`config.mk`:
```
export PLATFORM = sky130hd
export DESIGN_NAME = sli_obuf
export DESIGN_NICKNAME = d
export VERILOG_FILES = /design/src/assert_macros.svh /design/src/sli_pkg.sv /design/src/sli_obuf.sv
export SDC_FILE = /design/constraint.sdc
export NUM_CORES = 1
export LEC_CHECK = 0
export ABC_CLOCK_PERIOD_IN_PS = 12950
export BUFFER_PORTS_ARGS = -buffer_cell sky130_fd_sc_hd__buf_2
export CAP_MARGIN = 20
export CORE_UTILIZATION = 40
export CTS_BUF_LIST = sky130_fd_sc_hd__clkbuf_4
export DETAILED_ROUTE_END_ITERATION = 8
export PLACE_DENSITY_LB_ADDON = 0.15
export REMOVE_ABC_BUFFERS = 1
export SYNTH_ARGS = -nofsm -noshare
export SYNTH_HDL_FRONTEND = slang
export SYNTH_SLANG_ARGS = --single-unit
```
`constraint.sdc`:
```
create_clock -name aclk -period 12.95 [get_ports aclk]
set_input_delay 0.6475 -clock aclk [delete_from_list [all_inputs] [get_ports aclk]]
set_output_delay 0.6475 -clock aclk [all_outputs]
set_load 0.02 [all_outputs]
```
`src/assert_macros.svh`:
```
// Assertion macros used by the top-level RTL file.
`ifndef ASSERT_MACROS_SVH
`define ASSERT_MACROS_SVH

// Same-cycle implication, checked outside reset.
`define SLI_ASSERT_IMP(label, ante, cons, msg) \
    label: assert property (@(posedge aclk) disable iff (!aresetn) (ante) |-> (cons)) \
        else $error(msg);

// Next-cycle implication, checked outside reset.
`define SLI_ASSERT_NXT(label, ante, cons, msg) \
    label: assert property (@(posedge aclk) disable iff (!aresetn) (ante) |=> (cons)) \
        else $error(msg);

`endif

```
`src/sli_pkg.sv`:
```
// Types and constants of the segment crossing pipeline.
package sli_pkg;

    localparam int FRAC_BITS  = 16;
    localparam int FRAC_W     = FRAC_BITS + 1;
    localparam int COORD_W    = 32;
    localparam int DIFF_W     = COORD_W + 1;
    localparam int PROD_W     = DIFF_W + COORD_W;
    localparam int DOT_W      = PROD_W + 1;
    localparam int LEN_W      = 63;
    localparam int LEN_LO_W   = 32;
    localparam int LEN_HI_W   = LEN_W - LEN_LO_W;
    localparam int EPS_W      = 16;
    localparam int BAND_LO_W  = EPS_W + LEN_LO_W;
    localparam int BAND_HI_W  = EPS_W + LEN_HI_W;
    localparam int BAND_W     = EPS_W + LEN_W;
    localparam int SCL_W      = DOT_W + FRAC_BITS;
    localparam int WM_W       = DOT_W;
    localparam int WM_LO_W    = 32;
    localparam int WM_HI_W    = WM_W - WM_LO_W;
    localparam int WP_W       = 2 * WM_W;
    localparam int DIV_W      = WP_W + FRAC_BITS;
    localparam int DIV_STAGES = FRAC_BITS + 1;
    localparam int PLACE_W    = COORD_W + FRAC_W + 1;
    localparam int OFF_W      = PLACE_W - FRAC_BITS;
    localparam int SUM_W      = OFF_W + 1;
    localparam logic [FRAC_W-1:0] FRAC_ONE = FRAC_W'(1) << FRAC_BITS;

    localparam int DATA_W  = 32;
    localparam int PADDR_W = 3;
    localparam logic REG_SIDE_EPS = 1'b0;
    localparam logic REG_EQ_EPS   = 1'b1;

    typedef struct packed {
        logic signed [COORD_W-1:0] first_start_x;
        logic signed [COORD_W-1:0] first_start_y;
        logic signed [COORD_W-1:0] first_dir_x;
        logic signed [COORD_W-1:0] first_dir_y;
        logic        [LEN_W-1:0]   first_len_sq;
        logic signed [COORD_W-1:0] second_start_x;
        logic signed [COORD_W-1:0] second_start_y;
        logic signed [COORD_W-1:0] second_end_x;
        logic signed [COORD_W-1:0] second_end_y;
    } in_item_t;

    typedef struct packed {
        logic                      hit;
        logic        [FRAC_W-1:0]  cross_fraction;
        logic signed [COORD_W-1:0] cross_x;
        logic signed [COORD_W-1:0] cross_y;
    } out_item_t;

    typedef struct packed {
        logic signed [COORD_W-1:0] x0;
        logic signed [COORD_W-1:0] y0;
        logic signed [COORD_W-1:0] dx;
        logic signed [COORD_W-1:0] dy;
    } geo_t;

    typedef struct packed {
        geo_t geo;
        logic miss;
    } side_t;

endpackage

```
`src/sli_obuf.sv`:
```
// Two-entry output buffer that decouples the pipeline from the result channel.
module sli_obuf (
    input  logic               aclk,
    input  logic               aresetn,
    input  logic               push,
    input  sli_pkg::out_item_t push_item,
    output logic               room,
    output logic               m_valid,
    input  logic               m_ready,
    output sli_pkg::out_item_t m_data
);
    import sli_pkg::*;

    logic [1:0] count_reg, count_next;
    out_item_t  head_reg, tail_reg;
    logic       pop;

    assign pop     = m_valid && m_ready;
    assign m_valid = count_reg != 2'd0;
    assign m_data  = head_reg;
    assign room    = count_reg != 2'd2;

    always_comb begin
        count_next = count_reg;
        priority if (push && !pop) begin
            count_next = count_reg + 2'd1;
        end else if (pop && !push) begin
            count_next = count_reg - 2'd1;
        end
    end

    always_ff @(posedge aclk) begin
        if (!aresetn) begin
            count_reg <= 2'd0;
        end else begin
            count_reg <= count_next;
        end
    end

    always_ff @(posedge aclk) begin
        priority if (pop) begin
            head_reg <= (count_reg == 2'd2) ? tail_reg : push_item;
            if (count_reg == 2'd2 && push) begin
                tail_reg <= push_item;
            end
        end else if (push) begin
            if (count_reg == 2'd0) begin
                head_reg <= push_item;
            end else begin
                tail_reg <= push_item;
            end
        end
    end

endmodule

```
==> results of run 1 <==
## cell usage in the layout (no fill, tap or decap), types with 2 or more instances in the layout
cell type,synthesis,routed
nand2b_1,2,2
edfxtp_1,164,164
buf_4,0,4
clkinv_1,0,2
bufinv_16,0,3
dfxtp_1,2,2
inv_1,2,2
mux2_2,2,2
nand2_1,2,2
buf_2,0,169
clkbuf_4,0,21
ha_1,2,2
clkinv_2,0,2
mux2_4,80,80
clkinvlp_4,0,2
o21ai_0,3,2
## area by class of cell
type | count | share of cell area
sequential | 166 | 0.636
clock inverter | 10 | 0.0168
multi-input combinational | 98 | 0.175
inverter | 2 | 0.000962
tap | 216 | 0.0346
antenna | 1 | 0.000321
clock buffer | 21 | 0.0202
timing repair buffer | 174 | 0.116
## power by group
part	leakage, nW	switching (W)	internal, W	total (W)
Clock	0.154	0.000168	0.000140	0.000308
Combinational	1.54	0.000313	0.000169	0.000481
Sequential	1.57	0.0000450	0.000814	0.000859
## worst paths after layout
kind | start | to | slack [ns] | cells after the start
setup reg to reg | count_reg[0]$_SDFFE_PN0P_ | m_data[72]$_DFFE_PP_ | 10.29 | 3
hold reg to reg | tail_reg[38]$_DFFE_PP_ | m_data[38]$_DFFE_PP_ | 0.55 | 1
setup / recovery | count_reg[0]$_SDFFE_PN0P_ | m_data[72]$_DFFE_PP_ | 10.29 | 3
hold / removal | push_item[58] | tail_reg[58]$_DFFE_PP_ | 0.29 | 1
## metal layers
layer,up-vias,GRT usage,part of all wire
li1,1462,-,-
met1,1448,0.180,0.44
met2,125,0.198,0.44
met3,19,0.0665,0.097
met4,2,0.0657,0.018
met5,-,0,0.0013
## stage by stage
| stage | util | worst slack (ns) |
|---|---|---|
| 5_1_grt | 0.491 | 10.12 |
| 3_3_place_gp | 0.471 | 10.05 |
| 6_report | 0.491 | 10.29 |
| 2_1_floorplan | - | 5.40 |
| 3_5_place_dp | 0.471 | 10.01 |
| 4_1_cts | 0.489 | 10.25 |
## worst register-to-register path, cell delays in order, from the launching register on
cell      delay (ns)
dfxtp_1         0.48
nand3b_4        0.72
buf_4           0.80
mux2_2          0.43
## kinds of logic (layout without fill, tap and decap cells)
| logic type | count (synthesis) | count (layout) | synth area share |
|---|---|---|---|
| other | 0 | 1 | 0 |
| DFF | 166 | 166 | 0.762 |
| muxes | 83 | 83 | 0.189 |
| buffers and inverters | 12 | 207 | 0.0305 |
| adders and majority gates | 2 | 2 | 0.00384 |
| xor gates and xnor gates | 2 | 2 | 0.00269 |
| and+or+nand+nor | 8 | 8 | 0.00884 |
| AOI/OAI and AO/OA | 3 | 3 | 0.00230 |
==> run metrics, run 1 <==
vias per inst 4.44; footprint of the multi-input gates 1370 sq um; Hold Slack 0.292 ns; list of most frequent post-synthesis cells edfxtp_1, mux2_4, buf_12; fin crit period 2.66 ns; commonest register cell after synthesis edfxtp_1; clk slew on worst S/H paths 0.13 ns; Final Hold Fails 0; initial DRC count 218; Clock Skews 0.0120 ns; Syn Area/Cell 23.6 sq um; worst skew pair latency 0.54 ns; FF/Latch Area 4960 sq um; Leak Pwr 3.27 nW; initial antenna violation count 2; critical path buffer and inverter count 1; CP Class reg -> reg; DRC violations left 0; Area growth syn-to-layout 19.8%; net count reported at finish 547; port buffer count 169; proportion of layout cells with a drive suffix above 1 0.611; crit-path max cell delay 0.75 ns; DIE WIDTH 130 um; number of synthesized flops with an enable pin 164; CTS root buf clkbuf_4; Fillers 1369; cell area after layout 7800 sq um; H-tree depth 4; Design Power 0.00165 W; Slew @ Worst Pin 0.874 ns; clk sink count 166; number of global-route vias before repair 3133; Non-Filler Instances 688; most common cell in the netlist edfxtp_1; row cnt 46; setup violators final 0; Mapped Area 6510 sq um; CTS tree built; Final Max Slew Viols 0; largest area contributor in the netlist edfxtp_1; Max FO, Critical Path 42; Pre-Repair DR Iteration Count 4; relative slew slack 0.417; element type at the critical path end register; via count 3056; Post-Syn Instances 276; largest net degree at the start of global routing 83; global-route wire length before repair 16.8 mm; clk buf depth 2; Hold Crit Class in -> reg; cts repair resizes 0; cells taking the most area after synthesis edfxtp_1, mux2_4, buf_12; status complete, no violations; asr flop ratio synth 0; Die Area 16800 sq um; RSZ-0062 raised after global routing no; final antenna-violating net count 0; Peak Freq 0.376 GHz; flops & latches, synth 166; Placed Cells 655; grt ovf 0; post-CTS setup buffer count 0; Placer Congestion 0.684; period utilisation layout 0.206; Yosys warning total 0; CP top delay family buffers and inverters; CP required 13.25 ns; cts bufs inserted 17; Post-DP Area 7480 sq um; dpl hpwl 7.30 mm; io pins 170; share of Yosys cell area claimed by the top area cell type 0.756; Critical Path Start Type register; Wirelength per Cell 16.3 um; Critical-path top delay cell buf_4; sequential area share after synthesis 0.762; CP arrival 2.96 ns; library cells used by synthesis 18; crit-path cells nand3b_4 -> buf_4 -> mux2_2; maximum capacitance violations 0; Routed WL 11.2 mm; Chip Height 130 um; Power Density 211 nW/um^2; Starting Density 0.410; Core ar. 15900 sq um; CTS Hold Buffers Added 0; gr usage total 0.140; worst IR drop on VDD 0.158 mV; sum of negative setup slack 0 ns
Power figures use the tool's default switching activity.
==> run 2, diff against run 1 <==
--- a/config.mk
+++ b/config.mk
@@ -5,7 +5,7 @@
 export SDC_FILE = /design/constraint.sdc
 export NUM_CORES = 1
 export LEC_CHECK = 0
-export ABC_CLOCK_PERIOD_IN_PS = 12950
+export ABC_CLOCK_PERIOD_IN_PS = 2800
 export BUFFER_PORTS_ARGS = -buffer_cell sky130_fd_sc_hd__buf_2
 export CAP_MARGIN = 20
 export CORE_UTILIZATION = 40
==> constraint.sdc (replaced) <==
create_clock -name aclk -period 2.8 [get_ports aclk]
set_input_delay 0.14 -clock aclk [delete_from_list [all_inputs] [get_ports aclk]]
set_output_delay 0.14 -clock aclk [all_outputs]
set_load 0.02 [all_outputs]
==> run 2 against run 1 <==
  * Combinational power increased to 4.9 times the previous value
  * Clock power rose to 4.0 times the previous value
  * Clock skew decreased by 0.00052 ns
  * Total power increased to 4.6 times the previous value
  * Maximum frequency is 31% higher
  * Sequential share of layout area is 6.1 points lower
  * Non-clock buffer count grew 84
  * Clock-buffer cell count down 2
  * Sequential power grew to 4.6 times the previous value
  * Final cell count grew 12%
  * Global-route usage grew 0.45 points
==> run metrics, run 2 (synthesized netlist as in run 1, its figures left out) <==
Final Max Slew Viols 0; initial antenna violation count 0; Non-Filler Instances 771; CTS tree built; Peak Freq 0.493 GHz; setup violators final 0; number of global-route vias before repair 3505; proportion of layout cells with a drive suffix above 1 0.519; CP Class reg -> reg; io pins 170; element type at the critical path end register; CTS root buf clkbuf_4; FF/Latch Area 4960 sq um; Routed WL 11.7 mm; Placed Cells 657; Leak Pwr 3.60 nW; clk slew on worst S/H paths 0.12 ns; relative slew slack 0.626; cts bufs inserted 17; vias per inst 4.42; Hold Crit Class in -> reg; global-route wire length before repair 17.6 mm; Max FO, Critical Path 43; Worst Setup Slack, final 0.772 ns; period utilisation layout 0.724; maximum capacitance violations 0; Core ar. 15900 sq um; worst skew pair latency 0.52 ns; DIE WIDTH 130 um; Fillers 1300; DRC violations left 0; RSZ-0062 raised after global routing no; Final Hold Fails 0; Clock Skews 0.0115 ns; Hold EP count_reg[1]$_SDFFE_PN0P_; WHS Path Cells 5; Chip Height 130 um; footprint of the multi-input gates 1370 sq um; reg2reg end tail_reg[74]$_DFFE_PP_; Placer Congestion 0.786; clk buf depth 2; status complete, no violations; Wirelength per Cell 15.2 um; r2r startpoint count_reg[1]$_SDFFE_PN0P_; Area growth syn-to-layout 32.4%; Power Density 874 nW/um^2; HP Start push; Die Area 16800 sq um; Pre-Repair DR Iteration Count 4; CP arrival 2.24 ns; Slew @ Worst Pin 0.555 ns; initial DRC count 157; CP required 3.01 ns; FF-to-FF path depth 4; grt ovf 0; clk sink count 166; Starting Density 0.410; row cnt 46; Place WS 0.785 ns; fin crit period 2.03 ns; dpl hpwl 7.39 mm; Critical Path Start Type register; final antenna-violating net count 0; gr usage total 0.144; antenna cell count 0; post-CTS setup buffer count 0; Design Power 0.00754 W; port buffer count 169; sum of negative setup slack 0 ns; flop2flop setup slack 0.77 ns; most frequent cells in the layout buf_2, edfxtp_1, dlygate4sd3_1, mux2_4, clkbuf_4; net count reported at finish 631; largest net degree at the start of global routing 56; worst IR drop on VDD 0.711 mV; H-tree depth 4; via count 3404; most common cell after layout, fill and taps aside buf_2
## run 2: worst max-delay path by stage
stage / startpoint / end / slack, ns / depth (start not counted)
floorplan: count_reg[1]$_SDFFE_PN0P_ / tail_reg[0]$_DFFE_PP_ / -4.56 / 3
detailed placement: count_reg[1]$_SDFFE_PN0P_ / tail_reg[50]$_DFFE_PP_ / 0.78 / 4
global route: count_reg[1]$_SDFFE_PN0P_ / tail_reg[70]$_DFFE_PP_ / 0.65 / 4
finish: count_reg[1]$_SDFFE_PN0P_ / tail_reg[74]$_DFFE_PP_ / 0.77 / 4
CTS: count_reg[1]$_SDFFE_PN0P_ / tail_reg[55]$_DFFE_PP_ / 0.76 / 4
global placement: count_reg[1]$_SDFFE_PN0P_ / tail_reg[55]$_DFFE_PP_ / 0.86 / 4
## run 2: final cells by class
cell class | count | area share
tap | 216 | 0.0313
clock buffer | 19 | 0.0165
multi-input combinational | 98 | 0.158
timing repair buffer | 258 | 0.207
sequential | 166 | 0.576
inverter | 2 | 0.000871
clock inverter | 12 | 0.0103
## run 2: repair_timing
action                    4_1_cts  5_1_grt
hold endpoints to repair      166        0
hold buffers                   83        0
resized for setup               0        0
## run 2: metrics by stage
| step | util | area, sq um | hold WS, ns |
|---|---|---|---|
| floorplan | - | 6320 | 0.239 |
| global placement | 0.476 | 7560 | 0.329 |
| detailed placement | 0.476 | 7560 | 0.334 |
| CTS | 0.543 | 8620 | 0.0729 |
| global route | 0.543 | 8620 | 0.144 |
| finish | 0.543 | 8620 | 0.181 |
## run 2: worst max-delay path: stages, from the launching register on
cell and delay (ns):
dfxtp_1 0.47, o21ai_0 0.27, ha_1 0.28, nor3b_2 0.36, buf_12 0.29
## run 2: routing by layer
layer	vias up	track usage	share of wire
li1	1630	-	-
met1	1639	0.180	0.46
met2	127	0.225	0.46
met3	8	0.0566	0.070
met4	0	0.0554	0.0080
met5	-	0	0
## run 2: where the power goes
group	switching (W)	total, W	internal, W
Combinational	0.00147	0.00234	0.000876
Sequential	0.000214	0.00398	0.00376
Clock	0.000779	0.00122	0.000438
==> run 3, diff against run 2 <==
--- a/config.mk
+++ b/config.mk
@@ -5,7 +5,8 @@
 export SDC_FILE = /design/constraint.sdc
 export NUM_CORES = 1
 export LEC_CHECK = 0
-export ABC_CLOCK_PERIOD_IN_PS = 2800
+export ABC_AREA = 1
+export ABC_CLOCK_PERIOD_IN_PS = 1700
 export BUFFER_PORTS_ARGS = -buffer_cell sky130_fd_sc_hd__buf_2
 export CAP_MARGIN = 20
 export CORE_UTILIZATION = 40
==> constraint.sdc (replaced) <==
create_clock -name aclk -period 1.7 [get_ports aclk]
set_input_delay 0.085 -clock aclk [delete_from_list [all_inputs] [get_ports aclk]]
set_output_delay 0.085 -clock aclk [all_outputs]
set_load 0.02 [all_outputs]
==> run 3 against run 2 <==
  * Setup slack lost 0.68 ns
  * Maximum frequency grew 26%
  * Synthesized cell count grew 68%
  * Total power grew 37%
==> run metrics, run 3 <==
status complete, no violations; proportion of layout cells with a drive suffix above 1 0.300; list of most frequent post-synthesis cells nand2_1, edfxtp_1, nand3_1; Routed WL 14.5 mm; global-route wire length before repair 22.6 mm; Compound-Gate Fraction of Synth Area 0.00198; worst IR drop on VDD 0.442 mV; adder-cell share of the synthesized area 0.00396; Syn Area/Cell 13.6 sq um; grt ovf 0; clk buf depth 2; largest net degree at the start of global routing 67; most frequent cells in the layout nand2_1, buf_2, edfxtp_1, nand3_1, dlygate4sd3_1; Critical-path top delay cell dfxtp_1; io pins 170; Chip Height 128 um; Max FO, Critical Path 19; library cells used by synthesis 15; element type at the critical path end register; clk sink count 166; setup violators final 0; maximum capacitance violations 0; Hold Crit Class in -> reg; crit-path max cell delay 0.35 ns; flops & latches, synth 166; most common cell in the netlist nand2_1; Starting Density 0.412; gr usage total 0.186; via count 4439; combinational family with the most area after synthesis simple AND/OR/NAND/NOR gates; cts bufs inserted 17; CP arrival 1.85 ns; most common cell after layout, fill and taps aside nand2_1; CTS tree built; XOR/XNOR share of the synthesized area 0; mux share of post-synthesis cell area 0; Slew @ Worst Pin 0.700 ns; initial DRC count 264; number of global-route vias before repair 4321; dpl hpwl 8.55 mm; cells taking the most area after synthesis edfxtp_1, nand2_1, nand3_1; Placer Congestion 0.735; RSZ-0062 raised after global routing yes; commonest register cell after synthesis edfxtp_1; Hold Slack 0.137 ns; Pre-Repair DR Iteration Count 4; fin crit period 1.61 ns; Clock Skews 0.0190 ns; port buffer count 169; CTS root buf clkbuf_4; Mapped Area 6310 sq um; Leak Pwr 3.69 nW; number of synthesized flops with an enable pin 164; Core ar. 15300 sq um; Die Area 16300 sq um; period utilisation layout 0.948; clk slew on worst S/H paths 0.13 ns; Post-Syn Instances 465; sequential area share after synthesis 0.786; CP Class reg -> reg; Area growth syn-to-layout 38.2%; final antenna-violating net count 0; Worst Setup Slack, final 0.0887 ns; Power Density 1190 nW/um^2; relative slew slack 0.534; crit-path cells nor2_1 -> inv_1 -> nand2_1 -> ha_1 -> a211oi_4 -> buf_4 -> buf_8; worst skew pair latency 0.54 ns; largest area contributor in the netlist edfxtp_1; asr flop ratio synth 0; Final Hold Fails 0; Wirelength per Cell 15.1 um; initial antenna violation count 1; DRC violations left 0; H-tree depth 4; share of Yosys cell area claimed by the top area cell type 0.780; row cnt 45; Peak Freq 0.621 GHz; simple-gate share of the synthesized area 0.174; vias per inst 4.63; CP required 1.93 ns; Yosys warning total 0; net count reported at finish 821; Critical Path Start Type register; Final Max Slew Viols 0; Place WS 0.00157 ns; DIE WIDTH 128 um
run 3: changes by cell type after synthesis, moves of 5 or more:
cell / before / now
buf_2: 0 / 10
buf_6: 1 / 10
mux2_4: 80 / 0
clkbuf_1: 0 / 6
inv_1: 2 / 7
nand3_1: 0 / 83
nand2_1: 2 / 172
buf_12: 9 / 0
run 3: area by class of cell:
class / count / area [sq um]
multi-input combinational: 266 / 1170
fill: 1374 / 6590
timing repair buffer: 275 / 1990
antenna: 2 / 5.00
clock inverter: 12 / 159
clock buffer: 20 / 150
tap: 211 / 264
sequential: 166 / 4970
inverter: 7 / 26.3
run 3: cells by family (layout without fill, tap and decap cells):
logic type,count (synthesis),count (layout)
AOI/OAI and AO/OA,2,2
adders and majority gates,2,2
other,0,2
buffers and inverters,33,314
and+or+nand+nor,262,262
DFF,166,166
run 3: worst paths after layout:
| check | startpoint | endpoint | slack (ns) | cells after the start |
|---|---|---|---|---|
| worst max register to register | count_reg[0]$_SDFFE_PN0P_ | tail_reg[60]$_DFFE_PP_ | 0.09 | 7 |
| worst min-delay path | push | count_reg[1]$_SDFFE_PN0P_ | 0.14 | 7 |
| worst min register to register | tail_reg[40]$_DFFE_PP_ | m_data[40]$_DFFE_PP_ | 0.55 | 2 |
| worst max-delay path | count_reg[0]$_SDFFE_PN0P_ | tail_reg[60]$_DFFE_PP_ | 0.09 | 7 |
run 3: worst max-delay path: cells and delay by family (launching register included):
family          cells  cell delay [ns]
compound gates      1             0.17
simple gates        2             0.13
flops               1             0.35
fa+ha+maj           1             0.21
buf+inv             3             0.44
run 3: routing by layer:
layer,vias to the layer above,GRT usage,share of wire
li1,2184,-,-
met1,2087,0.250,0.45
met2,156,0.297,0.48
met3,12,0.0385,0.056
met4,0,0.0775,0.013
met5,-,0,0
run 3: report_power, final:
part | internal [W] | leakage, nW | total [W] | switching, W
registers | 0.00533 | 1.57 | 0.00549 | 0.000160
clock network | 0.00119 | 0.161 | 0.00248 | 0.00129
logic | 0.000858 | 1.96 | 0.00238 | 0.00153
total | 0.00738 | 3.69 | 0.0104 | 0.00298
run 3: stage by stage:
step                setup TNS [ns]  total power [W]  cell area (sq um)  utilization  std cells
finish                           0           0.0104               8720        0.570        959
global route               -0.0572           0.0109               8720        0.570        959
CTS                              0           0.0105               8710        0.568        957
detailed placement               0          0.00769               7440        0.486        835
global placement                 0          0.00764               7440        0.486        835
floorplan                 -1010.55          0.00684               6130            -        439
run 3: repair_timing:
item	CTS	global route
setup buffers	4	0
pin swaps	2	0
gates cloned	3	0
resized for setup	2	4
hold buffers	83	0
endpoints found under the hold margin	166	0
endpoints found under the setup margin	83	113
